$ cat config.mk
export PLATFORM = sky130hd
export DESIGN_NAME = intel_hex_record_decoder_top_flat
export DESIGN_NICKNAME = d
export VERILOG_FILES = /design/src/design/ihex_pkg.sv /design/src/design/ihex_if.sv /design/src/design/intel_hex_record_decoder_top.sv /design/src/design/ihex_digit.sv /design/src/design/ihex_core.sv /design/src/flat_wrapper.sv
export SDC_FILE = /design/constraint.sdc
export NUM_CORES = 1
export LEC_CHECK = 0
export BUFFER_PORTS_ARGS = -buffer_cell sky130_fd_sc_hd__clkbuf_2
export CAP_MARGIN = 20
export CORE_ASPECT_RATIO = 1.4
export CORE_MARGIN = 2
export CORE_UTILIZATION = 54
export CTS_CLUSTER_SIZE = 30
export DETAILED_ROUTE_END_ITERATION = 12
export PLACE_DENSITY = 0.77
export SLEW_MARGIN = 20
export SYNTH_ARGS = -nofsm -noshare
export SYNTH_HDL_FRONTEND = slang
export SYNTH_SLANG_ARGS = --single-unit
$ cat constraint.sdc
create_clock -name i_clk -period 4.65 [get_ports i_clk]
set_clock_uncertainty 0.1 [all_clocks]
set_input_delay 0.2325 -clock i_clk [delete_from_list [all_inputs] [get_ports i_clk]]
set_output_delay 0.2325 -clock i_clk [all_outputs]
set_load 0.03 [all_outputs]
$ cat src/design/ihex_pkg.sv
// Package for the Intel HEX record decoder.
// Holds the phase and kind codes, the character constants and the result struct.
// Depends on nothing; every other design file uses it by scoped names.
package ihex_pkg;

    typedef enum logic [2:0] {
        PH_HUNT = 3'd0,
        PH_LEN  = 3'd1,
        PH_ADDR = 3'd2,
        PH_TYPE = 3'd3,
        PH_DATA = 3'd4,
        PH_SUM  = 3'd5
    } t_phase;

    typedef enum logic [1:0] {
        KIND_DATA = 2'd0,
        KIND_BASE = 2'd1,
        KIND_EOF  = 2'd2,
        KIND_BAD  = 2'd3
    } t_kind;

    localparam logic [7:0] CHAR_COLON  = 8'h3A;
    localparam logic [7:0] CHAR_ZERO   = 8'h30;
    localparam logic [7:0] CHAR_NINE   = 8'h39;
    localparam logic [7:0] CHAR_LOW_A  = 8'h61;
    localparam logic [7:0] CHAR_LOW_F  = 8'h66;
    localparam logic [7:0] CHAR_UP_A   = 8'h41;
    localparam logic [7:0] CHAR_UP_F   = 8'h46;
    localparam logic [7:0] DIGIT_TEN   = 8'h0A;

    localparam logic [7:0] TYPE_DATA   = 8'h00;
    localparam logic [7:0] TYPE_EOF    = 8'h01;
    localparam logic [7:0] TYPE_SEG    = 8'h02;
    localparam logic [7:0] TYPE_LINEAR = 8'h04;

    typedef struct packed {
        logic        valid;
        t_kind       kind;
        logic [31:0] address;
        logic [7:0]  data_byte;
    } t_result;

endpackage

$ cat src/design/ihex_if.sv
// Handshake interfaces for the Intel HEX record decoder.
// One carries a character word in, the other a decoded record word out.
// Depends on ihex_pkg for the kind code type.
interface ihex_char_if;
    logic       valid;
    logic       ready;
    logic [7:0] char_in;

    modport source (output valid, output char_in, input ready);
    modport sink   (input valid, input char_in, output ready);
endinterface

interface ihex_rec_if;
    logic            valid;
    logic            ready;
    ihex_pkg::t_kind kind;
    logic [31:0]     address;
    logic [7:0]      data_byte;

    modport source (output valid, output kind, output address, output data_byte, input ready);
    modport sink   (input valid, input kind, input address, input data_byte, output ready);
endinterface

$ cat src/design/intel_hex_record_decoder_top.sv
// Top level of the Intel HEX record decoder.
// Input word register, record parser core and output word register.
// Depends on ihex_pkg, ihex_if and ihex_core.
//
// The block takes Intel HEX text one character word per cycle on i_char and
// gives decoded record words on o_rec: data bytes with their full 32-bit
// address, a new base address for record types 02 to 04, end of file, and
// a bad digit report for a non-hex character inside a record.
// An accepted character is held in the input register; when it advances, the
// parser state updates and any result loads the output register. Throughput
// is one character per cycle while the output is not stalled; most characters
// give no result. When the receiver stalls, the output register holds its
// word and the input register still takes a character if it is empty, after
// which i_char.ready drops until the output word is taken.
// Reset is synchronous and active low: it empties both registers and puts
// the parser back to hunting for a colon with the upper address cleared.
module intel_hex_record_decoder_top (
    input  logic        i_clk,
    input  logic        i_rst_n,
    ihex_char_if.sink   i_char,
    ihex_rec_if.source  o_rec
);

    logic              r_in_valid;
    logic [7:0]        r_char;
    logic              r_out_valid;
    ihex_pkg::t_kind   r_kind;
    logic [31:0]       r_address;
    logic [7:0]        r_data_byte;
    logic              w_advance;
    ihex_pkg::t_result w_res;

    assign w_advance    = r_in_valid && (!r_out_valid || o_rec.ready);
    assign i_char.ready = !r_in_valid || w_advance;

    ihex_core u_core (
        .i_clk     (i_clk),
        .i_rst_n   (i_rst_n),
        .i_advance (w_advance),
        .i_char    (r_char),
        .o_res     (w_res)
    );

    always_ff @(posedge i_clk) begin
        if (!i_rst_n) begin
            r_in_valid <= 1'b0;
        end else if (i_char.ready) begin
            r_in_valid <= i_char.valid;
        end
        if (i_char.valid && i_char.ready) begin
            r_char <= i_char.char_in;
        end
    end

    always_ff @(posedge i_clk) begin
        if (!i_rst_n) begin
            r_out_valid <= 1'b0;
        end else if (w_advance) begin
            r_out_valid <= w_res.valid;
        end else if (o_rec.ready) begin
            r_out_valid <= 1'b0;
        end
        if (w_advance && w_res.valid) begin
            r_kind      <= w_res.kind;
            r_address   <= w_res.address;
            r_data_byte <= w_res.data_byte;
        end
    end

    assign o_rec.valid     = r_out_valid;
    assign o_rec.kind      = r_kind;
    assign o_rec.address   = r_address;
    assign o_rec.data_byte = r_data_byte;

endmodule

$ cat src/design/ihex_digit.sv
// Hex digit decoder for the Intel HEX record decoder.
// Maps one ASCII character to a nibble value and a flag for a valid digit.
// Depends on ihex_pkg for the character constants.
module ihex_digit (
    input  logic [7:0] i_char,
    output logic       o_ok,
    output logic [3:0] o_value
);

    logic [7:0] w_value;

    always_comb begin
        o_ok    = 1'b1;
        w_value = 8'h00;
        if (i_char >= ihex_pkg::CHAR_ZERO && i_char <= ihex_pkg::CHAR_NINE) begin
            w_value = i_char - ihex_pkg::CHAR_ZERO;
        end else if (i_char >= ihex_pkg::CHAR_LOW_A && i_char <= ihex_pkg::CHAR_LOW_F) begin
            w_value = i_char - ihex_pkg::CHAR_LOW_A + ihex_pkg::DIGIT_TEN;
        end else if (i_char >= ihex_pkg::CHAR_UP_A && i_char <= ihex_pkg::CHAR_UP_F) begin
            w_value = i_char - ihex_pkg::CHAR_UP_A + ihex_pkg::DIGIT_TEN;
        end else begin
            o_ok = 1'b0;
        end
        o_value = w_value[3:0];
    end

endmodule

$ cat src/design/ihex_core.sv
// Record parser state for the Intel HEX record decoder.
// Holds the phase and record fields and forms the result for one character.
// Depends on ihex_pkg and ihex_digit.
module ihex_core (
    input  logic              i_clk,
    input  logic              i_rst_n,
    input  logic              i_advance,
    input  logic [7:0]        i_char,
    output ihex_pkg::t_result o_res
);

    ihex_pkg::t_phase r_phase, n_phase;
    logic             r_pending, n_pending;
    logic [3:0]       r_high, n_high;
    logic             r_fbi, n_fbi;
    logic [7:0]       r_len, n_len;
    logic [15:0]      r_addr, n_addr;
    logic [7:0]       r_type, n_type;
    logic [7:0]       r_count, n_count;
    logic [15:0]      r_upper, n_upper;
    logic [15:0]      r_acc, n_acc;

    logic             w_ok;
    logic [3:0]       w_val;
    logic [7:0]       w_byte;
    logic [7:0]       w_fin_type;
    logic [15:0]      w_fin_acc;
    logic             w_finish;
    logic [15:0]      w_low;

    ihex_digit u_digit (
        .i_char  (i_char),
        .o_ok    (w_ok),
        .o_value (w_val)
    );

    assign w_byte = {r_high, w_val};
    assign w_low  = r_addr + {8'h00, r_count};

    always_comb begin
        n_phase    = r_phase;
        n_pending  = r_pending;
        n_high     = r_high;
        n_fbi      = r_fbi;
        n_len      = r_len;
        n_addr     = r_addr;
        n_type     = r_type;
        n_count    = r_count;
        n_upper    = r_upper;
        n_acc      = r_acc;
        w_finish   = 1'b0;
        w_fin_type = r_type;
        w_fin_acc  = r_acc;
        o_res      = '0;
        if (r_phase == ihex_pkg::PH_HUNT) begin
            if (i_char == ihex_pkg::CHAR_COLON) begin
                n_phase   = ihex_pkg::PH_LEN;
                n_pending = 1'b0;
                n_fbi     = 1'b0;
                n_count   = 8'h00;
                n_acc     = 16'h0000;
            end
        end else if (!w_ok) begin
            n_phase    = ihex_pkg::PH_HUNT;
            n_pending  = 1'b0;
            o_res.valid = 1'b1;
            o_res.kind  = ihex_pkg::KIND_BAD;
        end else if (!r_pending) begin
            n_high    = w_val;
            n_pending = 1'b1;
        end else begin
            n_pending = 1'b0;
            unique case (r_phase)
                ihex_pkg::PH_LEN: begin
                    n_len   = w_byte;
                    n_fbi   = 1'b0;
                    n_phase = ihex_pkg::PH_ADDR;
                end
                ihex_pkg::PH_ADDR: begin
                    if (!r_fbi) begin
                        n_addr = {w_byte, 8'h00};
                        n_fbi  = 1'b1;
                    end else begin
                        n_addr  = {r_addr[15:8], w_byte};
                        n_fbi   = 1'b0;
                        n_phase = ihex_pkg::PH_TYPE;
                    end
                end
                ihex_pkg::PH_TYPE: begin
                    n_type     = w_byte;
                    n_count    = 8'h00;
                    w_fin_type = w_byte;
                    if (r_len == 8'h00) begin
                        w_finish = 1'b1;
                    end else begin
                        n_phase = ihex_pkg::PH_DATA;
                    end
                end
                ihex_pkg::PH_DATA: begin
                    n_acc     = {r_acc[7:0], w_byte};
                    n_count   = r_count + 8'h01;
                    w_fin_acc = n_acc;
                    if (r_type == ihex_pkg::TYPE_DATA) begin
                        o_res.valid     = 1'b1;
                        o_res.kind      = ihex_pkg::KIND_DATA;
                        o_res.address   = {r_upper, w_low};
                        o_res.data_byte = w_byte;
                        if (n_count == r_len) begin
                            n_phase = ihex_pkg::PH_SUM;
                        end
                    end else if (n_count == r_len) begin
                        w_finish = 1'b1;
                    end
                end
                default: begin
                    n_phase = ihex_pkg::PH_HUNT;
                end
            endcase
        end
        if (w_finish) begin
            n_phase = ihex_pkg::PH_SUM;
            if (w_fin_type == ihex_pkg::TYPE_EOF) begin
                o_res.valid = 1'b1;
                o_res.kind  = ihex_pkg::KIND_EOF;
            end else if (w_fin_type >= ihex_pkg::TYPE_SEG
                         && w_fin_type <= ihex_pkg::TYPE_LINEAR) begin
                n_upper       = w_fin_acc;
                o_res.valid   = 1'b1;
                o_res.kind    = ihex_pkg::KIND_BASE;
                o_res.address = {w_fin_acc, 16'h0000};
            end
        end
    end

    always_ff @(posedge i_clk) begin
        if (!i_rst_n) begin
            r_phase   <= ihex_pkg::PH_HUNT;
            r_pending <= 1'b0;
            r_high    <= 4'h0;
            r_fbi     <= 1'b0;
            r_len     <= 8'h00;
            r_addr    <= 16'h0000;
            r_type    <= 8'h00;
            r_count   <= 8'h00;
            r_upper   <= 16'h0000;
            r_acc     <= 16'h0000;
        end else if (i_advance) begin
            r_phase   <= n_phase;
            r_pending <= n_pending;
            r_high    <= n_high;
            r_fbi     <= n_fbi;
            r_len     <= n_len;
            r_addr    <= n_addr;
            r_type    <= n_type;
            r_count   <= n_count;
            r_upper   <= n_upper;
            r_acc     <= n_acc;
        end
    end

endmodule

$ cat src/flat_wrapper.sv
// flat-port wrapper written by rule: the top's interface ports become plain ports
module intel_hex_record_decoder_top_flat 
  (i_clk, i_rst_n, i_char_valid, i_char_char_in, i_char_ready, o_rec_valid, o_rec_kind, o_rec_address, o_rec_data_byte, o_rec_ready);
  ihex_char_if i_char_i ();
  ihex_rec_if o_rec_i ();
  input  logic i_clk;
  input  logic i_rst_n;
  input wire logic [$bits(i_char_i.valid)-1:0] i_char_valid;
  input wire logic [$bits(i_char_i.char_in)-1:0] i_char_char_in;
  output wire logic [$bits(i_char_i.ready)-1:0] i_char_ready;
  output wire logic [$bits(o_rec_i.valid)-1:0] o_rec_valid;
  output wire logic [$bits(o_rec_i.kind)-1:0] o_rec_kind;
  output wire logic [$bits(o_rec_i.address)-1:0] o_rec_address;
  output wire logic [$bits(o_rec_i.data_byte)-1:0] o_rec_data_byte;
  input wire logic [$bits(o_rec_i.ready)-1:0] o_rec_ready;
  assign i_char_i.valid = i_char_valid;
  assign i_char_i.char_in = i_char_char_in;
  assign i_char_ready = i_char_i.ready;
  assign o_rec_valid = o_rec_i.valid;
  assign o_rec_kind = o_rec_i.kind;
  assign o_rec_address = o_rec_i.address;
  assign o_rec_data_byte = o_rec_i.data_byte;
  assign o_rec_i.ready = o_rec_ready;
  intel_hex_record_decoder_top u_core (.i_clk(i_clk), .i_rst_n(i_rst_n), .i_char(i_char_i), .o_rec(o_rec_i));
endmodule
# Word-level counts from Yosys, hierarchy flattened
# Index checks and enable logic that the tools add are counted.
[classes]
add_sub_neg = 7
multipliers = 0
div_mod_pow = 0
magnitude_cmp = 8
n_eq_ne = 14
shift = 0
muxes = 60
bitwise_logic = 7
reduce_logical = 29
[op_table]
columns = ["op", "n"]
rows = [
  ["43-bit 2-to-1 mux", 4],
  ["16-bit 2-to-1 mux", 6],
  ["8-bit 2-to-1 mux", 9],
  ["35-bit 2-to-1 mux", 2],
  ["40-bit 2-to-1 mux", 1],
  ["3-bit 2-to-1 mux", 11],
  ["32-bit 2-to-1 mux", 1],
  ["5-bit != test (second input constant)", 4],
  ["5-bit AND reduction", 4],
  ["1-bit 2-to-1 mux", 19],
  ["16-bit by 8-bit adder with 16-bit output", 1],
  ["8-bit by 7-bit greater-or-equal comparator with 1-bit output (second input constant)", 2],
  ["8-bit by 7-bit <= comparator with 1-bit output (second input constant)", 2],
  ["8-bit logical NOT", 2],
  ["8-bit case mux with 2 select lines", 1],
  ["4-bit 2-to-1 mux", 3],
  ["3-bit case mux with 4 select lines", 1],
  ["4-bit by 1-bit subtractor with 4-bit output (second input constant)", 3],
  ["4-bit adder (second input constant)", 2],
  ["8-bit by 1-bit adder with 8-bit output (second input constant)", 1],
  ["8-bit by 1-bit == test with 1-bit output (second input constant)", 1],
  ["8-bit by 6-bit == test with 1-bit output (second input constant)", 1],
  ["8-bit == test", 1],
  ["8-bit by 2-bit greater-or-equal comparator with 1-bit output (second input constant)", 1],
  ["other kinds (22)", 42],
]
[word_totals]
ff_bits = 133
latch_bits = 0
ramBits = 0
rom_bits = 0
input_bits = 12
word_cells = 142
mem_count = 0

# Logic depth before layout (Yosys ltp)
# Gate-level depths: netlist (run 1).
[logic_depth]
ltp_word = 15
depth_mapped = 12

# Hierarchy
# From an unflattened synthesis (run 1), not the netlist that was laid out.
[hier_totals]
hier_cells = 668
area_unflattened_um2 = 6468.7
[by_module_without_submodules]
columns = ["module", "n_inst", "cells_per_inst", "area_per_inst_um2", "seq_area_each_um2"]
rows = [
  ["ihex_core", 1, 580, 4664.5, 1621.6],
  ["intel_hex_record_decoder_top", 1, 63, 1614.0, 1541.5],
  ["ihex_digit", 1, 25, 190.2, 0.0],
]

# Worst setup path before layout (run 1)
# No wires, ideal clock.
[synth_path]
kind = "reg-to-reg"
startpoint = "reg u_core.r_char[0]"
endpoint = "reg u_core.r_address[0] (netlist: u_core.o_rec.address[0]) (enable)"
t_arrival_ns = 4.482
slack_ns = -0.398
path_stages_with_launch = 12
path_buffers = 2
path_cell_list = "edfxtp_1 inv_1 ha_1 o21bai_1 a21oi_2 a21oi_1 nand3b_1 a31oi_1 nand3b_1 buf_6 clkbuf_1 a31oi_1"
[synth_between]
elab_chain_cells = 15
[synth_rtl]
columns = ["item", "line_no", "rtl"]
rows = [
  ["start, declared", "intel_hex_record_decoder_top.sv:25", "logic [7:0] r_char;"],
  ["start signal, assigned", "intel_hex_record_decoder_top.sv:51", "r_char <= i_char.char_in;"],
  ["4-bit by 1-bit subtractor with 4-bit output (tied with other cells)", "ihex_digit.sv:18, ihex_digit.sv:20", ""],
  ["4-bit adder / 1-bit logical AND (equally long branches)", "ihex_digit.sv:18, ihex_digit.sv:20, ihex_digit.sv:19", ""],
  ["4-bit 2-to-1 mux", "ihex_digit.sv:19", "end else if (i_char >= ihex_pkg::CHAR_UP_A && i_char <= ihex_pkg::CHAR_UP_F) begin"],
  ["4-bit 2-to-1 mux", "ihex_digit.sv:17", "end else if (i_char >= ihex_pkg::CHAR_LOW_A && i_char <= ihex_pkg::CHAR_LOW_F) begin"],
  ["4-bit 2-to-1 mux", "ihex_digit.sv:15", "if (i_char >= ihex_pkg::CHAR_ZERO && i_char <= ihex_pkg::CHAR_NINE) begin"],
  ["8-bit 2-to-1 mux (2 in series)", "--", ""],
  ["8-bit 2-to-1 mux", "ihex_core.sv:63", "end else if (!w_ok) begin"],
  ["8-bit 2-to-1 mux", "--", ""],
  ["8-bit by 2-bit greater-or-equal comparator with 1-bit output / 8-bit by 3-bit <= comparator with 1-bit output (equally long branches)", "ihex_core.sv:125, ihex_core.sv:126", ""],
  ["1-bit logical AND", "ihex_core.sv:126", "&& w_fin_type <= ihex_pkg::TYPE_LINEAR) begin"],
  ["35-bit 2-to-1 mux", "ihex_core.sv:125", "end else if (w_fin_type >= ihex_pkg::TYPE_SEG"],
  ["3-bit 2-to-1 mux", "ihex_core.sv:122", "if (w_fin_type == ihex_pkg::TYPE_EOF) begin"],
  ["35-bit 2-to-1 mux (*)", "ihex_core.sv:120", "if (w_finish) begin"],
  ["1-bit logical AND (*)", "intel_hex_record_decoder_top.sv:63", "if (w_advance && w_res.valid) begin"],
  ["end signal, assigned", "intel_hex_record_decoder_top.sv:65", "r_address <= w_res.address;"],
  ["end, declared", "intel_hex_record_decoder_top.sv:28", "logic [31:0] r_address;"],
]
# Mark *: on every way between the ends. The rest lies on a longest branch, timed or not.
# A chain may end at the register's enable or synchronous reset.

# Worst setup path in the final report (run 1)
[layout_path]
startpoint = "reg u_core.r_char[1]"
endpoint = "reg u_core.r_address[2] (netlist: u_core.o_rec.address[2]) (enable)"
# Same word-level chain as after synthesis.

==> results.cfg, run 1 <==
[synthesis]
postSynthNetCount = 697
synth_seq_area_share_pct = 49.90
synthFlopType = sky130_fd_sc_hd__dfxtp_1
ys_seq_elements = 133
edff_count_synth = 50
syn_area_um2 = 6339
per_instance_average_area_after_synthesis_um2 = 9.446
synthArstFlopShare_pct = 0
yosys_warnings = 0
post_synth_inst_count = 671
post_synth_num_cell_types = 63

[place]
detailedPlacementHpwl_um = 10320
place_area_um2 = 6728
io_buffers = 55
place_congestion = 0.9265

[sta]
max_slew.worst_pin.slew_ns = 0.8715
timing.setup.tns_ns = 0
unrepaired_setup_endpoints_after_global_routing = false
maxClockFrequency_mhz = 270.0
timing.final.crit_period_ns = 3.704
final.hold.worst_slack_ns = 0.04656
timing.max_slew.rel_slack_pct = 41.69
setup-violations-final = 0
period_share_pct = 79.66
maxSlewViolCount = 0
final_hold_viol_count = 0

[clock_network]
cts_tree = built
h-tree-depth = 4
cts_num_sinks = 133
postCtsHoldBufs = 9
clk_transition_reported_paths_ns = 0.06
cts-root-to-sink-buffers = 2
clk_latency_ns = 0.42
total_cts_buffers = 17
ctsResizeCount = 0
cts_root_buffer = sky130_fd_sc_hd__clkbuf_16
post-cts-setup-buffer-count = 0

[global_route]
grt_first_pass_wirelength_um = 24830
met2_usage_pct = 42.54
pin_count_of_the_biggest_net_entering_global_routing = 69
global_route.usage.met3_pct = 5.718
gr_peak_layer = met2
grt_usage_pct = 25.29
grt-ovfl-total = 0
grt.met1_usage_pct = 30.32
grt_antenna_before_repair = 0
via_count_of_the_first_global_routing_pass = 5005

[finish]
multi_input_area_um2 = 2969
finalNetCount = 754
fillerInstances = 918
final_common_cell = sky130_fd_sc_hd__nor2_1
most-common-layout-cells = sky130_fd_sc_hd__nor2_1 (92), sky130_fd_sc_hd__dfxtp_1 (83), sky130_fd_sc_hd__a21oi_1 (57)
area_growth_pct = 16.92
diodes = 0
post_route_cells_drive_above_1_share_pct = 15.79
combined_flip_flop_and_latch_cell_area_um2 = 3163
finish.instance_area_um2 = 7411

[route]
avgViaCountPerCell = 5.867
detail_route.wirelength_um = 15240
ant_nets = 0
route.vias.total = 5192
drc = 0
drc_violation_total_after_the_first_tritonroute_iteration = 346
drt-wirelength-per-cell_um = 17.22
drt-pass1-iter-count = 4

[worst_setup_path]
cp_cell_sequence = inv_1 > ha_1 > o21bai_1 > a21oi_2 > a22oi_1 > nand3b_1 > a31oi_1 > nand3b_1 > a31oi_4 > buf_4
cpMaxStageDelayCell = sky130_fd_sc_hd__a22oi_1
cp-start-kind = register
cp_slowest_stage_delay_ns = 0.68
critical-path-top-cell-by-count = sky130_fd_sc_hd__nand3b_1
critPathMaxFanout = 42
critical_path_class = register to register
critPathRequiredTime_ns = 4.60
cp_data_arrival_time_ns = 3.66
timing.critical_path.to_type = register

[floorplanning]
placeableCoreArea_um2 = 11400
initial_cell_density_of_the_core_pct = 55.62
die_height_um = 132.2
ioPinCount = 56
std_cell_rows = 46
fp.dieArea_um2 = 12630
dieWidth_um = 95.57

[job]
maxCapViolations = 0

[status]
result_of_the_run = complete, no violations

[power]
max-vdd-ir-drop_mv = 0.2558
power_per_cell_area_nw_per_um2 = 348.4
power_leakage_uw = 0.002783

[min_path]
hold_class = input port to register
critical path, delay by kind of cell (launching register included):
family	cells	cell delay (ns)
AOI/OAI and AO/OA	5	1.56
adders and majority gates	1	0.25
buffers and inverters	2	0.59
DFF	1	0.48
and+or+nand+nor	2	0.31
synth_stat cells, types with 2 or more instances:
library cell	number	area share [%]
sky130_fd_sc_hd__a31oi_1	4	0.39
sky130_fd_sc_hd__dfxtp_1	83	26
sky130_fd_sc_hd__o21ai_0	49	3.9
sky130_fd_sc_hd__edfxtp_1	50	24
sky130_fd_sc_hd__ha_1	13	2.6
sky130_fd_sc_hd__o21ai_1	2	0.16
sky130_fd_sc_hd__a41oi_1	2	0.28
sky130_fd_sc_hd__nand2_1	53	3.1
sky130_fd_sc_hd__nor4_1	5	0.49
sky130_fd_sc_hd__and2_1	10	0.99
sky130_fd_sc_hd__nand4_1	4	0.39
sky130_fd_sc_hd__nor3b_1	2	0.24
sky130_fd_sc_hd__o32a_1	2	0.32
sky130_fd_sc_hd__o211ai_1	3	0.36
sky130_fd_sc_hd__buf_2	8	0.63
sky130_fd_sc_hd__inv_1	15	0.89
sky130_fd_sc_hd__nand2b_1	3	0.30
sky130_fd_sc_hd__or4_1	3	0.36
sky130_fd_sc_hd__buf_6	2	0.36
sky130_fd_sc_hd__a211oi_1	15	1.8
sky130_fd_sc_hd__xnor2_1	15	2.1
sky130_fd_sc_hd__nand3b_1	3	0.36
sky130_fd_sc_hd__or3_1	22	2.2
sky130_fd_sc_hd__nor3_1	8	0.63
sky130_fd_sc_hd__a21oi_1	57	4.5
sky130_fd_sc_hd__a22oi_1	15	1.8
sky130_fd_sc_hd__clkbuf_1	27	1.6
sky130_fd_sc_hd__nor2b_1	3	0.30
sky130_fd_sc_hd__mux2i_1	32	5.1
sky130_fd_sc_hd__nor2_1	92	5.4
sky130_fd_sc_hd__or2_2	3	0.30
sky130_fd_sc_hd__a21o_1	5	0.59
sky130_fd_sc_hd__o22ai_1	2	0.20
sky130_fd_sc_hd__and3_1	5	0.49
sky130_fd_sc_hd__xor2_1	9	1.2
sky130_fd_sc_hd__nor2_2	2	0.20
sky130_fd_sc_hd__nand3_1	17	1.3
where the power goes:
group	leakage (uW)	switching [uW]	total, uW	internal [uW]
sequential	0.00122	4.87	1210	1210
clock	0.000285	534	1310	781
combinational	0.00128	38.4	56.3	17.9
metal layers:
metal,vias to the layer above,part of all wire (%),wire length [um]
met5,-,0,0
met4,0,2.6,399
met3,38,5.1,775
met2,182,52,7966
met1,2449,40,6099
li1,2523,-,-
kinds of logic after synthesis:
| logic type | synth area share [%] |
|---|---|
| DFF | 49.90 |
| buffers and inverters | 3.533 |
| and+or+nand+nor | 18.71 |
| xor gates and xnor gates | 3.316 |
| muxes | 5.053 |
| adders and majority gates | 3.040 |
| AOI/OAI and AO/OA | 16.44 |
worst paths after layout:
path                            from                        to  slack [ns]  cells past startpoint
max                 u_core.r_char[1]   u_core.o_rec.address[2]        0.95                     10
min                          i_rst_n  u_core.u_core.r_upper[3]        0.05                      3
max reg2reg         u_core.r_char[1]   u_core.o_rec.address[2]        0.95                     10
min reg2reg  u_core.u_core.r_addr[4]   u_core.u_core.r_addr[4]        0.36                      2
through the flow:
stage               utilization [%]  setup WS [ns]  total power, uW  cells
detailed placement            59.04         0.9615             1285    844
finish                        65.03         0.9459             2582    885
floorplan                         -         0.4585             1267    671
CTS                           65.01         0.9548             2596    885
global placement              59.04          1.175             1283    844
global route                  65.03         0.6100             2655    885
layout make-up:
type / count / share of cell area [%]
clock buffer: 18 / 6.078
tap: 144 / 2.431
sequential: 133 / 42.68
clock inverter: 14 / 1.891
timing repair buffer: 75 / 6.044
multi-input combinational: 485 / 40.06
inverter: 16 / 0.8104
registers in the layout, summed over array words and instances, names as in the netlist:
name and cells:
u_core.o_rec.valid 1, u_core.u_core.r_pending 1, u_core.u_core.r_fbi 1, u_core.o_rec.address 32
u_core.u_core.r_addr 16, u_core.o_rec.kind 2, u_core.r_char 8, u_core.u_core.r_len 8
u_core.u_core.r_count 8, u_core.u_core.r_phase 3, u_core.o_rec.data_byte 8, u_core.u_core.r_type 8
u_core.u_core.r_high 4, u_core.r_in_valid 1, u_core.u_core.r_acc 16, u_core.u_core.r_upper 16
Power figures use the tool's default switching activity.
==> inputs of run 2 (changes only) <==
==> constraint.sdc (replaced) <==
create_clock -name i_clk -period 3.1 [get_ports i_clk]
set_clock_uncertainty 0.1 [all_clocks]
set_input_delay 0.155 -clock i_clk [delete_from_list [all_inputs] [get_ports i_clk]]
set_output_delay 0.155 -clock i_clk [all_outputs]
set_load 0.03 [all_outputs]
==> run 2 against run 1 <==
Effect of this change: utilization is 2.5 points higher; highest routed layer unchanged; total power grew 49%; largest power group unchanged; worst setup slack lost 0.91 ns; critical endpoint is now u_core.o_rec.address[18]; final area is 3.9% higher; non-clock buffer count rose by 27.
==> results.cfg, run 2 (synthesis gave the netlist of run 1 again) <==
[status]
result_of_the_run = complete, no violations

[clock_network]
h-tree-depth = 4
cts_tree = built
cts-root-to-sink-buffers = 2
cts_num_sinks = 133
cts_root_buffer = sky130_fd_sc_hd__clkbuf_16
clk_transition_reported_paths_ns = 0.05
total_cts_buffers = 17
clk_latency_ns = 0.42

[route]
avgViaCountPerCell = 5.935
drc_violation_total_after_the_first_tritonroute_iteration = 327
drt-pass1-iter-count = 5
detail_route.wirelength_um = 15800
drt-wirelength-per-cell_um = 17.35
drc = 0
route.vias.total = 5407
ant_nets = 0

[worst_setup_path]
critPathMaxFanout = 5
critPathRequiredTime_ns = 3.25
cp_slowest_stage_delay_ns = 0.59
timing.critical_path.to_type = register
critical_path_class = register to register
cp_cell_sequence = or4b_4 > a211oi_4 > o211ai_1 > mux2i_1 > a31oi_1 > nand3b_1 > buf_4 > o2bb2a_1 > o22ai_1
cp_data_arrival_time_ns = 3.22
cpMaxStageDelayCell = sky130_fd_sc_hd__or4b_4
cp-start-kind = register

[global_route]
grt-ovfl-total = 0
grt_usage_pct = 25.28
grt_antenna_before_repair = 0
via_count_of_the_first_global_routing_pass = 5206
pin_count_of_the_biggest_net_entering_global_routing = 46
grt_first_pass_wirelength_um = 25070

[sta]
setup-violations-final = 0
timing.max_slew.rel_slack_pct = 50.17
final.hold.worst_slack_ns = 0.01759
max_slew.worst_pin.slew_ns = 0.7447
final.setup.worst_slack_ns = 0.03109
period_share_pct = 99.00
timing.final.crit_period_ns = 3.069
maxClockFrequency_mhz = 325.8
maxSlewViolCount = 0
final_hold_viol_count = 0

[finish]
most-common-layout-cells = sky130_fd_sc_hd__nor2_1 (92), sky130_fd_sc_hd__dfxtp_1 (83), sky130_fd_sc_hd__a21oi_1 (56)
final_common_cell = sky130_fd_sc_hd__nor2_1
area_growth_pct = 21.44
largest_reg_flops = 32
fillerInstances = 846
diodes = 0
finalNetCount = 781
post_route_cells_drive_above_1_share_pct = 18.90

[floorplanning]
fp.dieArea_um2 = 12630
die_height_um = 132.2
ioPinCount = 56
placeableCoreArea_um2 = 11400
std_cell_rows = 46
initial_cell_density_of_the_core_pct = 55.62
dieWidth_um = 95.57

[place]
dp_slack_ns = 0.1095
io_buffers = 55
detailedPlacementHpwl_um = 10530
place_congestion = 1.055

[job]
maxCapViolations = 0

[power]
power_leakage_uw = 0.002926
power_per_cell_area_nw_per_um2 = 500.6
max-vdd-ir-drop_mv = 0.4018

[min_path]
hold_class = input port to register
[run 2: changes by cell type in the layout (fill, tap and decap cells not counted), sizes merged]
cell,previous run,this run
inv,22,17
clkbuf,73,75
clkinv,5,6
clkinvlp,2,3
bufinv,1,2
buf,11,36
dlygate4sd3,9,10
[run 2: critical path: cells and delay by family, from the launching register on]
family,cells,cell delay [ns]
flip-flops,1,0.38
multiplexers,1,0.16
AO/OA/AOI/OAI,5,1.19
AND/OR/NAND/NOR,2,0.83
buffers and inverters,1,0.23
[run 2: report_power, final]
group	total (uW)	switching, uW	internal [uW]
Clock	1940	742	1200
Combinational	100	65.8	34.2
Sequential	1810	4.32	1810
Total	3850	812	3040
[run 2: repair_timing]
item	CTS	global route
endpoints found under the hold margin	12	0
buffers inserted	0	3
hold buffers	10	0
resized for setup	0	10
setup endpoints to repair	0	78
[run 2: final timing paths]
check	to	from	cells after the start	slack (ns)
setup / recovery	u_core.o_rec.address[18]	u_core.r_char[3]	9	0.03
hold / removal	u_core.r_in_valid	o_rec_ready	4	0.02
setup reg to reg	u_core.o_rec.address[18]	u_core.r_char[3]	9	0.03
hold reg to reg	u_core.u_core.r_addr[5]	u_core.u_core.r_addr[5]	2	0.36
[run 2: layer usage]
| metal | track usage [%] | vias up | part of all wire, % |
|---|---|---|---|
| li1 | - | 2567 | - |
| met1 | 28.13 | 2563 | 38 |
| met2 | 43.78 | 225 | 52 |
| met3 | 5.832 | 52 | 5.4 |
| met4 | 13.17 | 0 | 4.0 |
| met5 | 0 | - | 0 |
[run 2: area by class of cell]
| type | instances | area, um2 | share of cell area, % |
|---|---|---|---|
| Sequential cell | 133 | 3163 | 41.09 |
| Multi-Input combinational cell | 485 | 3012 | 39.13 |
| Timing Repair Buffer | 102 | 708.2 | 9.200 |
| Clock buffer | 19 | 442.9 | 5.754 |
| Tap cell | 144 | 180.2 | 2.341 |
| Clock inverter | 12 | 131.4 | 1.707 |
| Inverter | 16 | 60.06 | 0.7802 |
[run 2: per-stage QoR]
step                setup TNS, ns  total power [uW]  util [%]  instance area, um2  instances
finish                          0              3854     67.55                7697        911
global route             -0.03858              3945     67.55                7697        911
CTS                             0              3857     66.75                7607        907
detailed placement              0              1935     60.84                6933        866
global placement                0              1933     60.84                6933        866
floorplan                  -15.38              1902         -                6379        671
==> inputs of run 3 (changes only) <==
--- a/config.mk
+++ b/config.mk
@@ -7,7 +7,7 @@
 export LEC_CHECK = 0
 export BUFFER_PORTS_ARGS = -buffer_cell sky130_fd_sc_hd__clkbuf_2
 export CAP_MARGIN = 20
-export CORE_ASPECT_RATIO = 1.4
+export CORE_ASPECT_RATIO = 1.5
 export CORE_MARGIN = 2
 export CORE_UTILIZATION = 54
 export CTS_CLUSTER_SIZE = 30
==> run 3 against run 2 <==
Effect of this change: total power increased by 3.9%; combinational power about the same; sequential share of layout area is 0.47 points lower; worst hold slack better by 0.0017 ns; worst setup slack improved by 0.13 ns; non-clock buffer count grew 6; final cell count increased by 1.4%; first-iteration DRC count grew 3.7%; critical path depth grew 2; critical path type unchanged; count of clock-buffer cells in the layout unchanged; global-route usage grew 0.067 points; flip-flop and latch count unchanged.
==> results.cfg, run 3 (synthesis gave the netlist of run 1 again) <==
[clock_network]
cts_tree = built
clk_latency_ns = 0.41
cts_root_buffer = sky130_fd_sc_hd__clkbuf_16
clk_transition_reported_paths_ns = 0.06
h-tree-depth = 4
cts_num_sinks = 133
cts-root-to-sink-buffers = 2
total_cts_buffers = 17

[sta]
setup-violations-final = 0
final.hold.worst_slack_ns = 0.01934
timing.max_slew.rel_slack_pct = 44.11
maxClockFrequency_mhz = 340.1
final_hold_viol_count = 0
maxSlewViolCount = 0
max_slew.worst_pin.slew_ns = 0.8383
period_share_pct = 94.86
unrepaired_setup_endpoints_after_global_routing = false
timing.final.crit_period_ns = 2.941

[global_route]
via_count_of_the_first_global_routing_pass = 5208
grt-ovfl-total = 0
grt_usage_pct = 25.35
pin_count_of_the_biggest_net_entering_global_routing = 79
grt_antenna_before_repair = 0
grt_first_pass_wirelength_um = 25190

[route]
drc = 0
detail_route.wirelength_um = 15460
route.vias.total = 5356
drc_violation_total_after_the_first_tritonroute_iteration = 339
drt-pass1-iter-count = 5
drt-wirelength-per-cell_um = 16.73
avgViaCountPerCell = 5.797
ant_nets = 0

[finish]
final_common_cell = sky130_fd_sc_hd__nor2_1
finalNetCount = 787
fillerInstances = 879
most-common-layout-cells = sky130_fd_sc_hd__nor2_1 (91), sky130_fd_sc_hd__dfxtp_1 (83), sky130_fd_sc_hd__a21oi_1 (56)
largest_reg_flops = 32
diodes = 0
post_route_cells_drive_above_1_share_pct = 19.64
area_growth_pct = 22.84
finalNonFillerCells = 924

[status]
result_of_the_run = complete, no violations

[worst_setup_path]
cp_data_arrival_time_ns = 3.17
critical_path_class = register to register
cp_slowest_stage_delay_ns = 0.42
cp-start-kind = register
critPathMaxFanout = 45
critPathRequiredTime_ns = 3.33
timing.critical_path.buf_inv = 2
cpMaxStageDelayCell = sky130_fd_sc_hd__edfxtp_1
critical-path-top-delay-family = compound AO/OA/AOI/OAI gates
cp_cell_sequence = inv_1 > ha_1 > o21bai_2 > a21oi_4 > o211ai_1 > mux2i_1 > a31oi_1 > nand3b_1 > buf_6 > or3_1 > a21oi_1
timing.critical_path.to_type = register

[min_path]
hold_class = input port to register

[power]
power.net_switching_uw = 833.9
power_leakage_uw = 0.002981
power_per_cell_area_nw_per_um2 = 514.0
max-vdd-ir-drop_mv = 0.3804
power_uw = 4002
sw_frac_of_total_pct = 20.84
seqPwrFrac_pct = 45.3
combinationalPowerShare_pct = 2.5
cell_internal_pwr_uw = 3168
clock_power_share_pct = 52.2

[floorplanning]
dieWidth_um = 92.46
ioPinCount = 56
std_cell_rows = 48
placeableCoreArea_um2 = 11470
fp.dieArea_um2 = 12640
initial_cell_density_of_the_core_pct = 55.26
die_height_um = 136.7

[place]
post-place-cells = 878
io_buffers = 55
place_congestion = 0.9407
detailedPlacementHpwl_um = 10530

[job]
maxCapViolations = 0
run 3: metal layers:
layer,global-route usage (%),share of wire [%],vias to the layer above
met1,27.91,39,2563
met4,12.52,3.3,0
met3,4.626,4.2,47
li1,-,-,2591
met2,46.43,54,155
met5,0,0,-
run 3: area by class of cell:
cell class                 instances  area, um2  area share, %
sequential                       133       3163          40.62
inverter                          16      60.06         0.7713
clock inverter                    13      167.7          2.153
multi-input combinational        485       3012          38.68
timing repair buffer             108      742.0          9.529
tap                              150      187.7          2.410
clock buffer                      19      454.2          5.833
run 3: worst register-to-register path, delay by kind of cell, from the launching register on:
kind / cells / cell delay, ns
compound gates: 5 / 0.96
fa+ha+maj: 1 / 0.26
buf+inv: 2 / 0.36
flops: 1 / 0.42
mux: 1 / 0.17
simple gates: 2 / 0.61
run 3: per-stage QoR:
step	TNS, ns	area [um2]	utilization (%)	setup slack [ns]
2_1_floorplan	-15.38	6379	-	-0.3663
3_3_place_gp	0	6998	61.01	0.2332
3_5_place_dp	0	6998	61.01	0.07552
4_1_cts	0	7745	67.52	0.005313
5_1_grt	0	7786	67.88	0.003367
6_report	0	7786	67.88	0.1593
run 3: path summary, 6_finish.rpt:
path,end,cells after the start,slack [ns],startpoint
max,u_core.u_core.r_upper[9],11,0.16,u_core.r_char[0]
min,u_core.o_rec.valid,3,0.02,o_rec_ready
max reg2reg,u_core.u_core.r_upper[9],11,0.16,u_core.r_char[0]
min reg2reg,u_core.u_core.r_upper[3],2,0.36,u_core.u_core.r_upper[3]
run 3: repair_timing:
item | in CTS | in global routing
gates resized for setup | 2 | 6
setup buffers | 0 | 3
hold endpoints to repair | 13 | 0
hold buffers | 11 | 0
pin swaps | 0 | 3
setup endpoints to repair | 1 | 72
cloned | 0 | 0
run 3: power by group through the flow:
stage,Combinational (uW),Sequential (uW),Clock [uW]
final,101,1810,2090
after global routing,110,1810,2180
after CTS,97.8,1810,2110
after detailed placement,85.3,1850,0
after global placement,83.6,1850,0
after floorplan,50.1,1850,0
